==> src/hdl/lvtw_pkg.sv <==
// Shared types and constants for the line voxel track walker.
// Used by every module in hdl/; depends on nothing.
package lvtw_pkg;

    // Grid size in cubes
    localparam int GRID_X = 16;
    localparam int GRID_Y = 16;
    localparam int GRID_Z = 51;

    // Cube coordinate width (signed, holds one cube outside the grid)
    localparam int CW = 8;
    // Fraction bits of the Q16.16 line registers
    localparam int QF = 16;
    // Wide working width for plane arithmetic
    localparam int WW = 50;
    // Squared distance width
    localparam int DW = 2 * (CW + 1) + 2;

    // APB address width and register indexes
    localparam int ADDR_W = 5;
    localparam logic [ADDR_W-3:0] REG_SLOPE_X     = 3'd0;
    localparam logic [ADDR_W-3:0] REG_OFFSET_X    = 3'd1;
    localparam logic [ADDR_W-3:0] REG_SLOPE_Y     = 3'd2;
    localparam logic [ADDR_W-3:0] REG_OFFSET_Y    = 3'd3;
    localparam logic [ADDR_W-3:0] REG_INV_SLOPE_X = 3'd4;
    localparam logic [ADDR_W-3:0] REG_INV_SLOPE_Y = 3'd5;

    // Item modes
    localparam logic MODE_START   = 1'b0;
    localparam logic MODE_ADVANCE = 1'b1;

    // Faces in test order
    localparam logic [2:0] FACE_X_LO = 3'd0;
    localparam logic [2:0] FACE_Y_LO = 3'd1;
    localparam logic [2:0] FACE_Z_LO = 3'd2;
    localparam logic [2:0] FACE_X_HI = 3'd3;
    localparam logic [2:0] FACE_Y_HI = 3'd4;
    localparam logic [2:0] FACE_Z_HI = 3'd5;

    // Phases of one face test
    localparam logic [2:0] PH_OPS1 = 3'd0;
    localparam logic [2:0] PH_MUL1 = 3'd1;
    localparam logic [2:0] PH_T    = 3'd2;
    localparam logic [2:0] PH_OPS2 = 3'd3;
    localparam logic [2:0] PH_MUL2 = 3'd4;
    localparam logic [2:0] PH_HIT  = 3'd5;

    // Last neighbor offset of the start search
    localparam logic [1:0] OFF_MAX = 2'd2;

    typedef enum logic [2:0] {
        ERR_OK,
        ERR_NO_START,
        ERR_OUT_OF_VOLUME,
        ERR_NO_EXIT,
        ERR_ONE_EXIT,
        ERR_EXTRA_EXITS,
        ERR_SECOND_REVERSAL,
        ERR_NO_ALTERNATE
    } err_t;

    typedef struct packed {
        logic       mode;
        logic [3:0] seed_x;
        logic [3:0] seed_y;
        logic [5:0] seed_z;
        logic [3:0] goal_x;
        logic [3:0] goal_y;
        logic [5:0] goal_z;
    } item_t;

    typedef struct packed {
        logic [3:0] cube_x;
        logic [3:0] cube_y;
        logic [5:0] cube_z;
        logic       restart;
        logic       last;
        logic [2:0] error;
    } result_t;

    typedef struct packed {
        logic signed [31:0] slope_x;
        logic signed [31:0] offset_x;
        logic signed [31:0] slope_y;
        logic signed [31:0] offset_y;
        logic signed [31:0] inv_slope_x;
        logic signed [31:0] inv_slope_y;
    } cfg_t;

    typedef struct packed {
        logic signed [CW-1:0] x;
        logic signed [CW-1:0] y;
        logic signed [CW-1:0] z;
    } cube_t;

    // Controller to datapath
    typedef struct packed {
        logic       load;
        logic       mask_clr;
        logic       face_step;
        logic       best_upd;
        logic       finish;
        logic [2:0] face;
        logic [2:0] phase;
        logic [1:0] off_i;
        logic [1:0] off_j;
        logic [1:0] off_k;
    } cmd_t;

    // Datapath to controller
    typedef struct packed {
        logic is_start;
        logic cand_in_vol;
        logic out_busy;
    } status_t;

endpackage

==> src/hdl/lvtw_regs.sv <==
// APB configuration registers of the line voxel track walker.
// Depends on lvtw_pkg.
module lvtw_regs (
    input  logic                         clk,
    input  logic                         rst_n,
    input  logic                         psel,
    input  logic                         penable,
    input  logic                         pwrite,
    input  logic [lvtw_pkg::ADDR_W-1:0]  paddr,
    input  logic [31:0]                  pwdata,
    output logic [31:0]                  prdata,
    output logic                         pready,
    output lvtw_pkg::cfg_t               cfg
);
    import lvtw_pkg::*;

    cfg_t             cfg_reg;
    logic [ADDR_W-3:0] idx;

    assign idx    = paddr[ADDR_W-1:2];
    assign pready = 1'b1;
    assign cfg    = cfg_reg;

    // Write on the access cycle
    always_ff @(posedge clk or negedge rst_n)
    begin
        if (!rst_n)
        begin
            cfg_reg.slope_x     <= 32'sh0001_0000;
            cfg_reg.offset_x    <= '0;
            cfg_reg.slope_y     <= 32'sh0001_0000;
            cfg_reg.offset_y    <= '0;
            cfg_reg.inv_slope_x <= 32'sh0001_0000;
            cfg_reg.inv_slope_y <= 32'sh0001_0000;
        end
        else if (psel && penable && pwrite && pready)
        begin
            case (idx)
                REG_SLOPE_X:     cfg_reg.slope_x     <= pwdata;
                REG_OFFSET_X:    cfg_reg.offset_x    <= pwdata;
                REG_SLOPE_Y:     cfg_reg.slope_y     <= pwdata;
                REG_OFFSET_Y:    cfg_reg.offset_y    <= pwdata;
                REG_INV_SLOPE_X: cfg_reg.inv_slope_x <= pwdata;
                REG_INV_SLOPE_Y: cfg_reg.inv_slope_y <= pwdata;
                default:         ;
            endcase
        end
    end

    // Read back
    always_comb
    begin
        case (idx)
            REG_SLOPE_X:     prdata = cfg_reg.slope_x;
            REG_OFFSET_X:    prdata = cfg_reg.offset_x;
            REG_SLOPE_Y:     prdata = cfg_reg.slope_y;
            REG_OFFSET_Y:    prdata = cfg_reg.offset_y;
            REG_INV_SLOPE_X: prdata = cfg_reg.inv_slope_x;
            REG_INV_SLOPE_Y: prdata = cfg_reg.inv_slope_y;
            default:         prdata = '0;
        endcase
    end

endmodule

==> config.mk <==
export PLATFORM = sky130hd
export DESIGN_NAME = lvtw_regs
export DESIGN_NICKNAME = d
export VERILOG_FILES = /design/src/hdl/lvtw_pkg.sv /design/src/hdl/lvtw_regs.sv
export SDC_FILE = /design/constraint.sdc
export NUM_CORES = 1
export LEC_CHECK = 0
export ABC_AREA = 1
export BUFFER_PORTS_ARGS = -buffer_cell sky130_fd_sc_hd__buf_2
export CAP_MARGIN = 25
export CORE_ASPECT_RATIO = 1.4
export CORE_MARGIN = 2
export CORE_UTILIZATION = 27
export CTS_CLUSTER_DIAMETER = 30
export DETAILED_ROUTE_END_ITERATION = 10
export PLACE_DENSITY = 0.52
export RECOVER_POWER = 50
export SLEW_MARGIN = 30
export SYNTH_ARGS = -nofsm -noshare
export SYNTH_HDL_FRONTEND = slang
export SYNTH_SLANG_ARGS = --single-unit
==> constraint.sdc <==
create_clock -name clk -period 0.9 [get_ports clk]
set_input_delay 0.045 -clock clk [delete_from_list [all_inputs] [get_ports clk]]
set_output_delay 0.045 -clock clk [all_outputs]
set_load 0.02 [all_outputs]
==> impl_metrics.env, run 1 <==
export IMPL_wl_um=39100
export IMPL_synth_mux_area_fraction=0
export IMPL_rows=79
export IMPL_r2r_start="cfg[8]"
export IMPL_r2r_cells=5
export IMPL_avgRoutedWirePerCell_um=18.4
export IMPL_final_util=0.479
export IMPL_cts_root_buf="clkbuf_16"
export IMPL_setup_viol=225
export IMPL_dp_final_hpwl_um=26400
export IMPL_fp_dieW_um=160
export IMPL_slowest_delay_ns=0.55
export IMPL_syn_to_final_growth_pct=74.0
export IMPL_io_buffer_count=263
export IMPL_gp_congestion=0.788
export IMPL_cp_slowest_cell="dfstp_2"
export IMPL_synth_distinct_cells=20
export IMPL_drive_above_1_share=0.383
export IMPL_num_vias=10100
export IMPL_cts_tree="yes"
export IMPL_synth_xor_area_frac=0
export IMPL_holdWs_ns=0.150
export IMPL_pre_cts_ws_ns=-0.394
export IMPL_critPathBufInv=1
export IMPL_rsz0062_at_grt="true"
export IMPL_hold_class="input pin to asynchronous set/reset pin"
export IMPL_clockBufferDepth=2
export IMPL_die_h_um=222
export IMPL_max_slew_margin=0.605
export IMPL_synth_top_family_by_area="simple AND/OR/NAND/NOR gates"
export IMPL_clock_latency_ns=0.46
export IMPL_r2r_end="cfg[8]"
export IMPL_crit_type="register to primary output"
export IMPL_pin_count=267
export IMPL_hold_viol_final=0
export IMPL_path_max_fanout=2
export IMPL_crit_chain="nand4_1 -> nand2_1 -> nor2_2 -> nand2_2 -> buf_6"
export IMPL_violations="negative setup slack"
export IMPL_netlist_instances=1190
export IMPL_path_clk_slew_ns=0.08
export IMPL_start_util=0.275
export IMPL_numCtsBuffers=17
export IMPL_fin_crit_sh=1.59
export IMPL_grt_pass1_wl_um=59900
export IMPL_mostFrequentLayoutCell="nand2_1"
export IMPL_crit_required_ns=0.85
export IMPL_htree_num_levels=4
export IMPL_design_area_um2=16000
export IMPL_core_um2=33300
export IMPL_postSynth_asyncResetShare=1.00
export IMPL_grt_max_degree=52
export IMPL_tns_ns=-59.80
export IMPL_synth_edf_count=0
export IMPL_synthAdderAreaFrac=0
export IMPL_ant_nets=0
export IMPL_crit_path_start_kind="register"
export IMPL_p_per_area_nw_per_um2=2070
export IMPL_yosysSeqAreaShare=0.525
export IMPL_yosys_warnings=0
export IMPL_cp_top_family="flip-flops"
export IMPL_routed_via_density=4.77
export IMPL_antenna_found_initial=3
export IMPL_synth_area_um2=9170
export IMPL_fill_cells=3207
export IMPL_synthSimpleGateAreaFrac=0.286
export IMPL_largest_reg_flops=192
export IMPL_final_cell_mix="nand2_1 (370), buf_6 (350), dfrtp_1 (188)"
export IMPL_power_mw=33.0
export IMPL_maxCapViolCount=0
export IMPL_syn_nets=1232
export IMPL_p_leak_nw=8.18
export IMPL_nets=1702
export IMPL_avgSynthCellArea_um2=7.70
export IMPL_drcViolationCount=0
export IMPL_ys_ff_latch=192
export IMPL_status="finished, violations left"
export IMPL_worstSetupEndpointType="primary output"
export IMPL_firstDrtPassIters=5
export IMPL_synthFlopType="dfrtp_1"
export IMPL_grt_pass1_vias=10300
export IMPL_clock_sinks=192
export IMPL_synth_compound_area_share=0.117
export IMPL_overflow=0
export IMPL_setup_ws_ns=-0.535
export IMPL_slew_violations=0
export IMPL_dp_cells=2023
export IMPL_irDropWorstVdd_uv=1210
export IMPL_period_needed_ns=1.43
export IMPL_gr_usage_all_layers=0.220
export IMPL_ff2ff_setup_slack_ns=-0.08
export IMPL_fin_skew_ns=0
export IMPL_tightest_slew_ns=0.592
export IMPL_final_cells=2120
export IMPL_cp_arrival_ns=1.39
export IMPL_placed_area_um2=12900
export IMPL_dr_first_iter_drc_count=594
export IMPL_dieArea_um2=35500
export IMPL_max_freq_mhz=697
==> logic make-up (layout without fill, tap and decap cells) <==
kind of cell	after synthesis	after routing
AND/OR/NAND/NOR	620	620
flip-flops	192	192
other	1	3
AO/OA/AOI/OAI	215	215
buffers and inverters	162	645
==> power by group <==
group | switching [mW] | total [mW] | internal, mW
combinational | 6.67 | 13.7 | 7.01
sequential | 1.30 | 11.6 | 10.3
clock | 3.76 | 7.77 | 4.01
==> what timing repair did <==
item,CTS,global route
endpoints found under the hold margin,381,0
pin swaps,64,50
hold buffers,33,0
gates resized for setup,506,139
setup buffers,43,79
setup endpoints to repair,224,227
==> Yosys cell counts (4+ instances only) <==
library cell | number | area, um^2
dfstp_2 | 4 | 105
a21oi_1 | 22 | 110
nor2_1 | 59 | 221
buf_1 | 17 | 63.8
inv_1 | 66 | 248
nand2_1 | 407 | 1530
dfrtp_1 | 188 | 4700
buf_2 | 33 | 165
nand3_1 | 77 | 385
o21ai_1 | 32 | 160
nand4_1 | 74 | 463
o21ai_0 | 161 | 806
clkbuf_1 | 41 | 154
==> routing by layer <==
metal  GRT usage  part of all wire
met1       0.257              0.40
met2       0.388              0.51
met3      0.0462             0.050
met4      0.0933             0.034
met5           0           0.00028
==> cell type report <==
class                           count  area [um^2]  area share
Timing Repair Buffer              543         5720       0.359
Sequential cell                   192         4810       0.301
Multi-Input combinational cell    836         4000       0.251
Tap cell                          445          557      0.0349
Clock buffer                       19          443      0.0278
Inverter                           70          277      0.0173
Clock inverter                     13          139     0.00871
Antenna cell                        2         5.00    0.000314
==> how the worst max path moves through the flow <==
stage / from / end / slack, ns / cells past startpoint
after floorplan: cfg[16] / prdata[16] / -0.02 / 4
after detailed placement: paddr[3] / prdata[16] / -0.39 / 9
after global placement: paddr[3] / prdata[13] / -0.39 / 9
after global routing: cfg[25] / prdata[25] / -0.58 / 5
after CTS: cfg[16] / prdata[16] / -0.55 / 5
final: cfg[16] / prdata[16] / -0.53 / 5
No activity file was read; power rests on OpenSTA's default activity.
==> run 2, diff against run 1 <==
--- a/config.mk
+++ b/config.mk
@@ -6,7 +6,7 @@
 export NUM_CORES = 1
 export LEC_CHECK = 0
 export ABC_AREA = 1
-export BUFFER_PORTS_ARGS = -buffer_cell sky130_fd_sc_hd__buf_2
+export BUFFER_PORTS_ARGS = -buffer_cell sky130_fd_sc_hd__buf_4
 export CAP_MARGIN = 25
 export CORE_ASPECT_RATIO = 1.4
 export CORE_MARGIN = 2
==> impl_metrics.env, run 2 (synthesis results as in run 1) <==
export IMPL_final_cell_mix="buf_6 (387), nand2_1 (366), dfrtp_1 (187)"
export IMPL_p_comb_frac=0.430
export IMPL_routed_via_density=4.80
export IMPL_grt_max_degree=59
export IMPL_clock_latency_ns=0.45
export IMPL_p_per_area_nw_per_um2=2050
export IMPL_num_vias=10300
export IMPL_ff2ff_setup_slack_ns=-0.01
export IMPL_p_clk_frac=0.225
export IMPL_antenna_found_initial=2
export IMPL_mostFrequentLayoutCell="buf_6"
export IMPL_die_h_um=222
export IMPL_avgRoutedWirePerCell_um=18.4
export IMPL_cts_root_buf="clkbuf_16"
export IMPL_grt_pass1_wl_um=59900
export IMPL_p_sw_frac=0.355
export IMPL_gr_usage_all_layers=0.220
export IMPL_numCtsBuffers=17
export IMPL_path_clk_slew_ns=0.07
export IMPL_largest_reg_flops=192
export IMPL_io_buffer_count=263
export IMPL_grt_pass1_vias=10400
export IMPL_violations="negative setup slack"
export IMPL_period_needed_ns=1.43
export IMPL_dp_final_hpwl_um=26800
export IMPL_slew_violations=0
export IMPL_seqPwrFrac=0.346
export IMPL_setup_ws_ns=-0.534
export IMPL_path_max_fanout=2
export IMPL_pre_cts_ws_ns=-0.330
export IMPL_hold_class="input pin to register"
export IMPL_pin_count=267
export IMPL_max_slew_margin=0.620
export IMPL_drive_above_1_share=0.390
export IMPL_tns_ns=-60.41
export IMPL_firstDrtPassIters=6
export IMPL_syn_to_final_growth_pct=78.9
export IMPL_hold_depth=6
export IMPL_dieArea_um2=35500
export IMPL_htree_num_levels=4
export IMPL_p_leak_nw=8.35
export IMPL_wl_um=39400
export IMPL_clock_sinks=192
export IMPL_status="finished, violations left"
export IMPL_p_int_mw=21.6
export IMPL_r2r_start="cfg[112]"
export IMPL_nets=1720
export IMPL_fin_skew_ns=0
export IMPL_crit_path_start_kind="register"
export IMPL_core_um2=33300
export IMPL_min_to="cfg[74]"
export IMPL_final_util=0.492
export IMPL_tightest_slew_ns=0.571
export IMPL_final_cells=2138
export IMPL_ant_nets=0
export IMPL_cts_tree="yes"
export IMPL_fp_dieW_um=160
export IMPL_fin_crit_sh=1.59
export IMPL_maxCapViolCount=0
export IMPL_dp_cells=2033
export IMPL_p_switching_mw=11.9
export IMPL_crit_required_ns=0.85
export IMPL_rows=79
export IMPL_r2r_end="cfg[112]"
export IMPL_setup_viol=232
export IMPL_max_freq_mhz=697
export IMPL_cp_arrival_ns=1.39
export IMPL_clockBufferDepth=2
export IMPL_overflow=0
export IMPL_irDropWorstVdd_uv=1110
export IMPL_worstSetupEndpointType="primary output"
export IMPL_start_util=0.275
export IMPL_hold_viol_final=0
export IMPL_crit_type="register to primary output"
export IMPL_gp_congestion=0.808
export IMPL_dr_first_iter_drc_count=470
export IMPL_rsz0062_at_grt="true"
export IMPL_min_from="penable"
export IMPL_r2r_cells=4
export IMPL_drcViolationCount=0
run 2: changes by cell type in the layout (fill, tap and decap cells not counted), sizes merged:
cell,change
buf,+14
bufinv,-1
inv,-1
clkbuf,+1
clkinv,+3
dlygate4sd3,+2
run 2: area by class of cell:
type / count / area [um^2]
Antenna cell: 2 / 5.00
Clock buffer: 18 / 439
Clock inverter: 14 / 120
Fill cell: 3209 / 16900
Inverter: 70 / 277
Multi-Input combinational cell: 836 / 4020
Sequential cell: 192 / 4810
Tap cell: 445 / 557
Timing Repair Buffer: 561 / 6180
run 2: metal layers:
metal,GRT usage,part of all wire,up-vias
met5,0,0,-
met4,0.0850,0.029,0
met3,0.0453,0.055,63
met2,0.396,0.52,335
met1,0.254,0.40,4966
li1,-,-,4893
run 2: worst max path at each step:
stage | from | to | depth (start not counted)
finish | cfg[176] | prdata[16] | 5
global route | cfg[57] | prdata[25] | 5
CTS | cfg[16] | prdata[16] | 5
detailed placement | paddr[3] | cfg[66] | 6
global placement | paddr[2] | cfg[31] | 6
floorplan | cfg[16] | prdata[16] | 4
run 2: through the flow:
step | cell area (um^2) | hold WS [ns] | power (mW)
floorplan | 9470 | -0.251 | 16.1
global placement | 13700 | -0.0840 | 22.8
detailed placement | 13700 | -0.0794 | 22.9
CTS | 15900 | -0.0215 | 32.9
global route | 16400 | 0.176 | 35.2
finish | 16400 | 0.156 | 33.5
run 2: worst max-delay path, cell delays in order, from the launching register on:
cell,delay [ns]
dfstp_2,0.54
nand3_1,0.07
nand2_1,0.10
nor2_2,0.05
nand2_2,0.06
buf_6,0.11
run 2: what timing repair did:
action | in CTS | in global routing
buffers inserted | 38 | 83
gates resized for setup | 360 | 132
hold buffers | 33 | 2
pin swaps | 51 | 41
endpoints found under the setup margin | 224 | 225
hold endpoints to repair | 384 | 3
run 2: power groups by stage:
stage / registers [mW] / clock network, mW / logic [mW]
after detailed placement: 11.4 / 0 / 11.5
final: 11.6 / 7.54 / 14.4
after global placement: 11.4 / 0 / 11.4
after CTS: 11.5 / 7.74 / 13.7
after global routing: 11.8 / 8.04 / 15.4
after floorplan: 13.6 / 0 / 2.51
