--- src/hdl/lvtw_pkg.sv ---
// Shared types and constants for the line voxel track walker.
// Used by every module in hdl/; depends on nothing.
package lvtw_pkg;

    // Grid size in cubes
    localparam int GRID_X = 16;
    localparam int GRID_Y = 16;
    localparam int GRID_Z = 51;

    // Cube coordinate width (signed, holds one cube outside the grid)
    localparam int CW = 8;
    // Fraction bits of the Q16.16 line registers
    localparam int QF = 16;
    // Wide working width for plane arithmetic
    localparam int WW = 50;
    // Squared distance width
    localparam int DW = 2 * (CW + 1) + 2;

    // APB address width and register indexes
    localparam int ADDR_W = 5;
    localparam logic [ADDR_W-3:0] REG_SLOPE_X     = 3'd0;
    localparam logic [ADDR_W-3:0] REG_OFFSET_X    = 3'd1;
    localparam logic [ADDR_W-3:0] REG_SLOPE_Y     = 3'd2;
    localparam logic [ADDR_W-3:0] REG_OFFSET_Y    = 3'd3;
    localparam logic [ADDR_W-3:0] REG_INV_SLOPE_X = 3'd4;
    localparam logic [ADDR_W-3:0] REG_INV_SLOPE_Y = 3'd5;

    // Item modes
    localparam logic MODE_START   = 1'b0;
    localparam logic MODE_ADVANCE = 1'b1;

    // Faces in test order
    localparam logic [2:0] FACE_X_LO = 3'd0;
    localparam logic [2:0] FACE_Y_LO = 3'd1;
    localparam logic [2:0] FACE_Z_LO = 3'd2;
    localparam logic [2:0] FACE_X_HI = 3'd3;
    localparam logic [2:0] FACE_Y_HI = 3'd4;
    localparam logic [2:0] FACE_Z_HI = 3'd5;

    // Phases of one face test
    localparam logic [2:0] PH_OPS1 = 3'd0;
    localparam logic [2:0] PH_MUL1 = 3'd1;
    localparam logic [2:0] PH_T    = 3'd2;
    localparam logic [2:0] PH_OPS2 = 3'd3;
    localparam logic [2:0] PH_MUL2 = 3'd4;
    localparam logic [2:0] PH_HIT  = 3'd5;

    // Last neighbor offset of the start search
    localparam logic [1:0] OFF_MAX = 2'd2;

    typedef enum logic [2:0] {
        ERR_OK,
        ERR_NO_START,
        ERR_OUT_OF_VOLUME,
        ERR_NO_EXIT,
        ERR_ONE_EXIT,
        ERR_EXTRA_EXITS,
        ERR_SECOND_REVERSAL,
        ERR_NO_ALTERNATE
    } err_t;

    typedef struct packed {
        logic       mode;
        logic [3:0] seed_x;
        logic [3:0] seed_y;
        logic [5:0] seed_z;
        logic [3:0] goal_x;
        logic [3:0] goal_y;
        logic [5:0] goal_z;
    } item_t;

    typedef struct packed {
        logic [3:0] cube_x;
        logic [3:0] cube_y;
        logic [5:0] cube_z;
        logic       restart;
        logic       last;
        logic [2:0] error;
    } result_t;

    typedef struct packed {
        logic signed [31:0] slope_x;
        logic signed [31:0] offset_x;
        logic signed [31:0] slope_y;
        logic signed [31:0] offset_y;
        logic signed [31:0] inv_slope_x;
        logic signed [31:0] inv_slope_y;
    } cfg_t;

    typedef struct packed {
        logic signed [CW-1:0] x;
        logic signed [CW-1:0] y;
        logic signed [CW-1:0] z;
    } cube_t;

    // Controller to datapath
    typedef struct packed {
        logic       load;
        logic       mask_clr;
        logic       face_step;
        logic       best_upd;
        logic       finish;
        logic [2:0] face;
        logic [2:0] phase;
        logic [1:0] off_i;
        logic [1:0] off_j;
        logic [1:0] off_k;
    } cmd_t;

    // Datapath to controller
    typedef struct packed {
        logic is_start;
        logic cand_in_vol;
        logic out_busy;
    } status_t;

endpackage

--- src/hdl/lvtw_ctrl.sv ---
// Sequencer of the line voxel track walker: candidates, faces, phases.
// Depends on lvtw_pkg; drives lvtw_dp through cmd_t and reads status_t.
module lvtw_ctrl (
    input  logic              clk,
    input  logic              rst_n,
    input  logic              item_valid,
    output logic              item_ready,
    input  lvtw_pkg::status_t status,
    output lvtw_pkg::cmd_t    cmd
);
    import lvtw_pkg::*;

    typedef enum logic [2:0] {
        S_IDLE,
        S_PREP,
        S_FACE,
        S_EVAL,
        S_FIN
    } state_t;

    state_t     state_reg;
    logic [2:0] face_reg;
    logic [2:0] phase_reg;
    logic [1:0] off_i_reg;
    logic [1:0] off_j_reg;
    logic [1:0] off_k_reg;

    assign item_ready = (state_reg == S_IDLE);

    // Commands follow the state
    always_comb
    begin
        cmd.load      = item_valid && item_ready;
        cmd.mask_clr  = (state_reg == S_PREP);
        cmd.face_step = (state_reg == S_FACE);
        cmd.best_upd  = (state_reg == S_EVAL);
        cmd.finish    = (state_reg == S_FIN) && !status.out_busy;
        cmd.face      = face_reg;
        cmd.phase     = phase_reg;
        cmd.off_i     = off_i_reg;
        cmd.off_j     = off_j_reg;
        cmd.off_k     = off_k_reg;
    end

    // State and counters
    always_ff @(posedge clk or negedge rst_n)
    begin
        if (!rst_n)
        begin
            state_reg <= S_IDLE;
            face_reg  <= FACE_X_LO;
            phase_reg <= PH_OPS1;
            off_i_reg <= '0;
            off_j_reg <= '0;
            off_k_reg <= '0;
        end
        else
        begin
            case (state_reg)
                S_IDLE:
                begin
                    if (item_valid)
                    begin
                        off_i_reg <= '0;
                        off_j_reg <= '0;
                        off_k_reg <= '0;
                        state_reg <= S_PREP;
                    end
                end
                S_PREP:
                begin
                    face_reg  <= FACE_X_LO;
                    phase_reg <= PH_OPS1;
                    if (status.cand_in_vol)
                        state_reg <= S_FACE;
                    else if (status.is_start)
                        state_reg <= S_EVAL;
                    else
                        state_reg <= S_FIN;
                end
                S_FACE:
                begin
                    if (phase_reg == PH_HIT)
                    begin
                        phase_reg <= PH_OPS1;
                        if (face_reg == FACE_Z_HI)
                            state_reg <= status.is_start ? S_EVAL : S_FIN;
                        else
                            face_reg <= face_reg + 3'd1;
                    end
                    else
                    begin
                        phase_reg <= phase_reg + 3'd1;
                    end
                end
                S_EVAL:
                begin
                    // Step to the next of the 27 neighbors
                    if (off_i_reg == OFF_MAX && off_j_reg == OFF_MAX && off_k_reg == OFF_MAX)
                    begin
                        state_reg <= S_FIN;
                    end
                    else
                    begin
                        state_reg <= S_PREP;
                        if (off_k_reg != OFF_MAX)
                        begin
                            off_k_reg <= off_k_reg + 2'd1;
                        end
                        else
                        begin
                            off_k_reg <= '0;
                            if (off_j_reg != OFF_MAX)
                            begin
                                off_j_reg <= off_j_reg + 2'd1;
                            end
                            else
                            begin
                                off_j_reg <= '0;
                                off_i_reg <= off_i_reg + 2'd1;
                            end
                        end
                    end
                end
                S_FIN:
                begin
                    if (!status.out_busy)
                        state_reg <= S_IDLE;
                end
                default:
                begin
                    state_reg <= S_IDLE;
                end
            endcase
        end
    end

`ifndef ASSERT_OFF
    a_face_range: assert property (@(posedge clk) disable iff (!rst_n)
        state_reg == S_FACE |-> (face_reg <= FACE_Z_HI && phase_reg <= PH_HIT))
        else $error("face or phase counter out of range");

    a_eval_start_only: assert property (@(posedge clk) disable iff (!rst_n)
        state_reg == S_EVAL |-> status.is_start)
        else $error("candidate evaluation on an advance word");

    a_fin_hold: assert property (@(posedge clk) disable iff (!rst_n)
        (state_reg == S_FIN && status.out_busy) |=> state_reg == S_FIN)
        else $error("finish left while the output word waits");
`endif

endmodule

--- config.mk ---
export PLATFORM = sky130hd
export DESIGN_NAME = lvtw_ctrl
export DESIGN_NICKNAME = d
export VERILOG_FILES = /design/src/hdl/lvtw_pkg.sv /design/src/hdl/lvtw_ctrl.sv
export SDC_FILE = /design/constraint.sdc
export NUM_CORES = 1
export LEC_CHECK = 0
export BUFFER_PORTS_ARGS = -buffer_cell sky130_fd_sc_hd__buf_2
export CORE_MARGIN = 2
export CORE_UTILIZATION = 50
export CTS_CLUSTER_SIZE = 24
export DETAILED_ROUTE_END_ITERATION = 6
export HOLD_SLACK_MARGIN = 0.08
export PLACE_DENSITY = 0.74
export SETUP_SLACK_MARGIN = 0.1
export SKIP_CTS_REPAIR_TIMING = 1
export SLEW_MARGIN = 20
export SYNTH_ARGS = -nofsm -noshare
export SYNTH_HDL_FRONTEND = slang
export SYNTH_SLANG_ARGS = --single-unit
--- constraint.sdc ---
create_clock -name clk -period 2.2 [get_ports clk]
set_clock_uncertainty 0.1 [all_clocks]
set_input_delay 0.11 -clock clk [delete_from_list [all_inputs] [get_ports clk]]
set_output_delay 0.11 -clock clk [all_outputs]
set_load 0.02 [all_outputs]
==> reports/metrics.cfg, run 1 <==
[run_status]
status=finished, final reports clean

[timing]
fmax_mhz=565
whs_ps=104
setup_viol=0
fin_tns_setup_ps=0
min_period_ps=1770
maxSlewViolCount=0
min_period_over_period_pct=80.5
worst_pin_slew_ps=443
max-slew-margin-rel_pct=70.4
hold_violations=0
rsz0062_at_grt=no

[power]
power_frac_comb_pct=44.2
pwr-share-seq_pct=41.1
power_density_mw_per_mm2=1050
p_sw_mw=0.481
vdd_drop_max_uv=807
p_sw_share_pct=44.9
p_leak_nw=0.532
p_int_mw=0.589
pwr-share-clk_pct=14.8

[critical_path]
reg2regPathDepth=5
reg2reg_to=phase_reg[2]
crit_type=flop to primary output
path_cells=nor3b_1 > buf_2
worstReg2RegStart=state_reg[1]
worst-r2r-setup-slack_ps=430
start_kind=flop
crit_slowest_cell=dfrtp_1
critPathMaxStageDelay_ps=580
path_max_fanout=13
required_ps=1990
arrival_ps=1560
endpoint_kind=primary output

[grt]
grt_max_degree=16
overflow=0
grt_usage_pct=19.0
grt_pass1_wl_um=2780
grt_pass1_vias=614
antenna_found_initial=0

[synth]
synth_area_leaders=dfrtp_1 44%, a21oi_1 4.7%, ha_1 4.4%
synth_edf_count=0
synth_commonest_cells=15 x dfrtp_1, 10 x nor2_1, 8 x a21oi_1
synth_top_area_cell=dfrtp_1
synth_top_area_share_pct=43.6
syn_area_per_cell_um2=8.87
synth_fp_nets=106
ys_ff_latch=15
ys_seq_area_share_pct=43.6
synth.most_common_cell=dfrtp_1
ys_async_sr_fraction_pct=100
synthFlopType=dfrtp_1
synth.distinct_cells=33
yosysWarnings=0
netlist_area_um2=861
netlist_instances=97

[layout]
fin_nets=133
drive_above_1_share_pct=23.6
antenna_cells=0
multi_input_area_um2=430
final_util_pct=65.6
syn_to_final_growth_pct=18.7
register_area_um2=375
num-fill-cells=137

[clock_network]
root_buffer=clkbuf_4
clock-sinks=15
clk_pin_slew_ps=90
clock_latency_ps=280
cts_tree=yes
cts_buffers=3
ctsHtreeMaxLevel=1
clockBufferDepth=2

[place]
routabilityCongestion=0.809
dp_hpwl_um=1310
io_buffers=23

[detailed_routing]
viasPerCell=5.51
drcViolationCount=0
vias=766
ant_nets=0
dr.pass1.iters=4
drt_first_iter_violations=16
wl_per_cell_um=12.9
drt-total-wl_um=1800

[floorplan]
dieArea_mm2=0.00207
core_area_mm2=0.00156
start_util_pct=55.2
boundaryPins=24
die_w_um=45.5
die_height_um=45.5
num_rows=14

[worst_hold_path]
holdPathStages=3
hold_class=primary input to flop
hold_end=state_reg[0]
min_from=status[2]

[job]
cap_violations=0

[metal layers]
| layer | vias up | share of wire, % | track usage, % |
|---|---|---|---|
| li1 | 399 | - | - |
| met3 | 2 | 3.6 | 4.76 |
| met2 | 15 | 42 | 24.2 |
| met4 | 0 | 0.61 | 7.06 |
| met1 | 350 | 54 | 30.3 |
| met5 | - | 0 | 0 |
[through the flow]
| stage | setup WS, ps | std cells | total power, mW | area (um2) |
|---|---|---|---|---|
| finish | 430 | 139 | 1.07 | 1020 |
| global route | 329 | 139 | 1.15 | 1020 |
| CTS | 438 | 137 | 1.07 | 1000 |
| detailed placement | 461 | 133 | 0.912 | 976 |
| global placement | 494 | 133 | 0.901 | 976 |
| floorplan | 300 | 97 | 0.792 | 861 |
[final cells by class]
| type | count | area share, % |
|---|---|---|
| clock buffer | 4 | 2.57 |
| inverter | 8 | 3.43 |
| multi-input combinational | 71 | 42.1 |
| sequential | 15 | 36.7 |
| tap | 16 | 1.96 |
| timing repair buffer | 25 | 13.2 |
[worst max path at each step]
stage	start	to	slack (ps)	cells after the start
floorplan	state_reg[2]	phase_reg[2]	300	5
global placement	state_reg[1]	phase_reg[2]	490	5
detailed placement	state_reg[1]	phase_reg[2]	460	5
CTS	state_reg[1]	cmd[14]	440	3
global route	state_reg[0]	phase_reg[2]	330	4
finish	state_reg[0]	cmd[15]	430	2
[power groups by stage]
stage               Sequential [mW]  Combinational, mW  Clock [mW]
detailed placement            0.442              0.471           0
global placement              0.434              0.467           0
floorplan                     0.427              0.364           0
global route                  0.453              0.520       0.174
CTS                           0.436              0.474       0.164
finish                        0.439              0.472       0.158
[logic make-up (layout without fill, tap and decap cells)]
kind of cell               after synthesis  after routing  share of synthesized area (%)
adders and majority gates                3              3                           4.36
DFF                                     15             15                           43.6
AOI/OAI and AO/OA                       28             28                           20.2
buffers and inverters                   11             37                           6.40
muxes                                    1              1                           1.16
and+or+nand+nor                         39             39                           24.3
[critical path: cells and delay by family (launching register included)]
family	cells	cell delay [ps]
simple gates	1	450
flops	1	580
buf+inv	1	250
[layout by cell type (no fill, tap or decap), drive strengths merged, types with 2 or more instances in the layout]
cell type	netlist	routed
ha	3	3
a21oi	8	8
nor2b	3	3
nand4	2	2
clkbuf	1	4
nand2b	3	3
buf	2	23
nand2	6	6
dfrtp	15	15
nand3	7	7
o21ai	9	9
a32o	2	2
inv	7	7
o31ai	3	3
dlygate4sd3	0	2
nor2	11	11
Power figures use the tool's default switching activity.
==> inputs of run 2 (changes only) <==
--- a/config.mk
+++ b/config.mk
@@ -7,11 +7,11 @@
 export LEC_CHECK = 0
 export BUFFER_PORTS_ARGS = -buffer_cell sky130_fd_sc_hd__buf_2
 export CORE_MARGIN = 2
-export CORE_UTILIZATION = 50
+export CORE_UTILIZATION = 45
 export CTS_CLUSTER_SIZE = 24
 export DETAILED_ROUTE_END_ITERATION = 6
 export HOLD_SLACK_MARGIN = 0.08
-export PLACE_DENSITY = 0.74
+export PLACE_DENSITY = 0.7
 export SETUP_SLACK_MARGIN = 0.1
 export SKIP_CTS_REPAIR_TIMING = 1
 export SLEW_MARGIN = 20
==> constraint.sdc (replaced) <==
create_clock -name clk -period 1.46 [get_ports clk]
set_clock_uncertainty 0.1 [all_clocks]
set_input_delay 0.073 -clock clk [delete_from_list [all_inputs] [get_ports clk]]
set_output_delay 0.073 -clock clk [all_outputs]
set_load 0.02 [all_outputs]
==> reports/metrics.cfg, run 2 (synthesis results as in run 1) <==
[run_status]
status=finished with violations
violations=negative setup slack

[layout]
syn_to_final_growth_pct=52.8
final_cells=168
num-fill-cells=145
fin_nets=153
layout_common_cells=19 x buf_4, 18 x buf_2, 11 x dfrtp_1, 8 x nor2_1, 7 x o21ai_1
stdcell_area_mm2=0.00132
antenna_cells=0
final_common_cell=buf_4
drive_above_1_share_pct=50.3

[place]
dp_hpwl_um=1480
routabilityCongestion=0.790
io_buffers=23
dp.cells=154
place_area_mm2=0.00111
pre_cts_ws_ps=-27.5

[critical_path]
start_kind=flop
endpoint_kind=flop
worst-r2r-setup-slack_ps=-90
path_max_fanout=7
crit_type=flop to flop
reg2reg_to=phase_reg[2]
crit_end=phase_reg[2]
reg2regPathDepth=6
required_ps=1560
worstReg2RegStart=state_reg[1]
crit_start=state_reg[1]
arrival_ps=1640

[clock_network]
root_buffer=clkbuf_4
clock-sinks=15
ctsHtreeMaxLevel=1
clockBufferDepth=2
cts_tree=yes
clock_latency_ps=300
clk_pin_slew_ps=110
cts_buffers=3

[timing]
hold_violations=0
rsz0062_at_grt=yes
min_period_ps=1550
fmax_mhz=647
max-slew-margin-rel_pct=77.4
worst_pin_slew_ps=340
setup_ws_ps=-86.5
whs_ps=82.6
setup_viol=9
min_period_over_period_pct=106
maxSlewViolCount=0

[power]
power_density_mw_per_mm2=1590
vdd_drop_max_uv=1080
p_leak_nw=0.662
power_mw=2.09

[detailed_routing]
dr.pass1.iters=4
viasPerCell=5.08
drt-total-wl_um=2170
drt_first_iter_violations=21
wl_per_cell_um=12.9
ant_nets=0
vias=854
drcViolationCount=0

[floorplan]
start_util_pct=48.8
boundaryPins=24
die_height_um=47.7
core_area_mm2=0.00176
die_w_um=47.7
num_rows=15
dieArea_mm2=0.00228

[grt]
grt_pass1_vias=701
grt_usage_pct=18.8
grt_pass1_wl_um=2950
antenna_found_initial=0
overflow=0
grt_max_degree=16

[worst_hold_path]
hold_class=primary input to flop
holdPathStages=4

[job]
cap_violations=0

run 2: cell count changes in the layout (fill, tap and decap cells not counted), sizes merged:
cell	previous run	this run
clkinv	1	2
clkbuf	4	3
buf	23	42
dlygate4sd3	2	3
run 2: layer usage:
metal,track usage (%),vias to the layer above,wire length [um]
met5,0,-,0
met4,11.4,0,37
met3,2.26,4,66
met2,26.7,15,1020
met1,27.3,399,1050
li1,-,436,-
run 2: final cells by class:
type / instances / area (um2) / share of cell area [%]
sequential: 15 / 380 / 28.9
clock buffer: 3 / 22.5 / 1.71
timing repair buffer: 45 / 319 / 24.3
tap: 25 / 31.3 / 2.38
multi-input combinational: 71 / 522 / 39.7
inverter: 8 / 35.0 / 2.66
clock inverter: 1 / 5.00 / 0.381
run 2: how the worst min path moves through the flow:
stage / endpoint / from / slack [ps]
global placement: phase_reg[2] / rst_n / -100
CTS: phase_reg[2] / rst_n / -420
floorplan: face_reg[0] / rst_n / -320
detailed placement: phase_reg[2] / rst_n / -100
finish: off_i_reg[0] / item_valid / 80
global route: off_i_reg[1] / item_valid / 100
run 2: metrics by stage:
stage                     utilization (%)  TNS [ps]
after floorplan                         -      -316
after global placement               63.1         0
after detailed placement             63.1     -49.1
after CTS                            64.7      -467
after global routing                 74.5     -1230
final                                74.5      -422
run 2: power by group:
group	switching [mW]	internal [mW]	leakage (nW)
clock network	0.148	0.102	0.0177
logic	0.685	0.589	0.447
registers	0.0628	0.505	0.197
total	0.896	1.20	0.662
run 2: worst max-delay path: stages (launching register included):
cell	delay [ps]
dfrtp_1	410
buf_4	180
nor3b_4	210
buf_4	150
nor2_4	40
o21bai_1	160
a32o_1	210
==> inputs of run 3 (changes only) <==
--- a/config.mk
+++ b/config.mk
@@ -11,7 +11,7 @@
 export CTS_CLUSTER_SIZE = 24
 export DETAILED_ROUTE_END_ITERATION = 6
 export HOLD_SLACK_MARGIN = 0.08
-export PLACE_DENSITY = 0.7
+export PLACE_DENSITY = 0.73
 export SETUP_SLACK_MARGIN = 0.1
 export SKIP_CTS_REPAIR_TIMING = 1
 export SLEW_MARGIN = 20
==> reports/metrics.cfg, run 3 (synthesis results as in run 1) <==
[clock_network]
clock-sinks=15
cts_buffers=3
ctsHtreeMaxLevel=1
clk_pin_slew_ps=100
cts_tree=yes
clock_latency_ps=290
root_buffer=clkbuf_4
clockBufferDepth=2

[floorplan]
die_height_um=47.7
core_area_mm2=0.00176
start_util_pct=48.8
num_rows=15
dieArea_mm2=0.00228
boundaryPins=24
die_w_um=47.7

[layout]
final_util_pct=74.0
drive_above_1_share_pct=50.7
syn_to_final_growth_pct=51.7
layout_common_cells=17 x buf_2, 17 x buf_4, 11 x dfrtp_1, 8 x nor2_1, 8 x o21ai_1
fin_nets=150
antenna_cells=0
final_cells=165

[grt]
grt_pass1_vias=710
overflow=0
grt_max_degree=16
grt_usage_pct=19.8
antenna_found_initial=0
grt_pass1_wl_um=3050

[detailed_routing]
drcViolationCount=0
drt-total-wl_um=2220
viasPerCell=5.42
vias=894
dr.pass1.iters=4
drt_first_iter_violations=23
ant_nets=0
wl_per_cell_um=13.5

[job]
cap_violations=0

[place]
dp_hpwl_um=1550
io_buffers=23
routabilityCongestion=0.746
dp.cells=153

[timing]
setup_ws_ps=-78.9
hold_violations=0
min_period_over_period_pct=105
rsz0062_at_grt=yes
max-slew-margin-rel_pct=76.8
fmax_mhz=650
setup_viol=10
maxSlewViolCount=0
worst_pin_slew_ps=349
min_period_ps=1540

[power]
pwr-share-clk_pct=11.6
p_int_mw=1.22
p_leak_nw=0.651
power_mw=2.14
power_density_mw_per_mm2=1640
p_sw_mw=0.915
vdd_drop_max_uv=938
pwr-share-seq_pct=26.9
p_sw_share_pct=42.8
power_frac_comb_pct=61.4

[critical_path]
endpoint_kind=primary output
required_ps=1290
path_max_fanout=3
arrival_ps=1370
start_kind=flop
crit_type=flop to primary output

[worst_hold_path]
hold_class=primary input to flop

[run_status]
status=finished with violations
violations=negative setup slack

[run 3: cell types whose count changed in the layout (fill, tap and decap cells not counted), sizes merged]
| cell | change |
|---|---|
| clkinvlp | +1 |
| clkinv | -1 |
| dlygate4sd3 | -1 |
| buf | -2 |
[run 3: path summary, 6_finish.rpt]
path | slack [ps] | startpoint | cells after the start | end
setup reg to reg | -80 | state_reg[0] | 6 | phase_reg[2]
max in group asynchronous | 880 | rst_n | 2 | phase_reg[0]
setup / recovery | -80 | state_reg[2] | 4 | cmd[14]
hold reg to reg | 400 | off_i_reg[0] | 1 | off_i_reg[0]
min in group asynchronous | 110 | rst_n | 2 | phase_reg[1]
hold / removal | 70 | item_valid | 4 | off_i_reg[0]
[run 3: power by group through the flow]
stage | combinational [mW] | sequential, mW | clock, mW
after floorplan | 0.617 | 0.657 | 0
after global placement | 1.01 | 0.572 | 0
after detailed placement | 1.03 | 0.583 | 0
after CTS | 1.04 | 0.574 | 0.262
after global routing | 1.42 | 0.585 | 0.281
final | 1.31 | 0.576 | 0.249
[run 3: metal layers]
layer  vias up  global-route usage (%)  part of all wire [%]
met3         2                    2.26                   4.0
met1       436                    25.6                    42
met2        24                    32.5                    54
li1        432                       -                     -
met4         0                    9.73                  0.54
met5         -                       0                     0
[run 3: cell type report]
cell class	count	area (um2)
multi-input cells	71	526
fillers	150	458
flip-flops and latches	15	380
repair buffers	42	304
inverters	8	35.0
well taps	25	31.3
clock buffers	3	22.5
clock inverters	1	7.51
[run 3: critical path: stages (launching register included)]
cell and delay [ps]:
dfrtp_1 390, or3b_4 420, clkinv_4 70, buf_6 90, buf_6 100
[run 3: stage by stage]
stage / worst slack (ps) / hold WS, ps / area (um2) / setup TNS, ps
3_5_place_dp: -27.1 / -102 / 1110 / -45.0
6_report: -78.9 / 70.8 / 1310 / -425
4_1_cts: -143 / -433 / 1140 / -609
2_1_floorplan: -144 / -323 / 903 / -316
5_1_grt: -151 / 86.3 / 1310 / -1410
3_3_place_gp: 7.61 / -106 / 1110 / 0
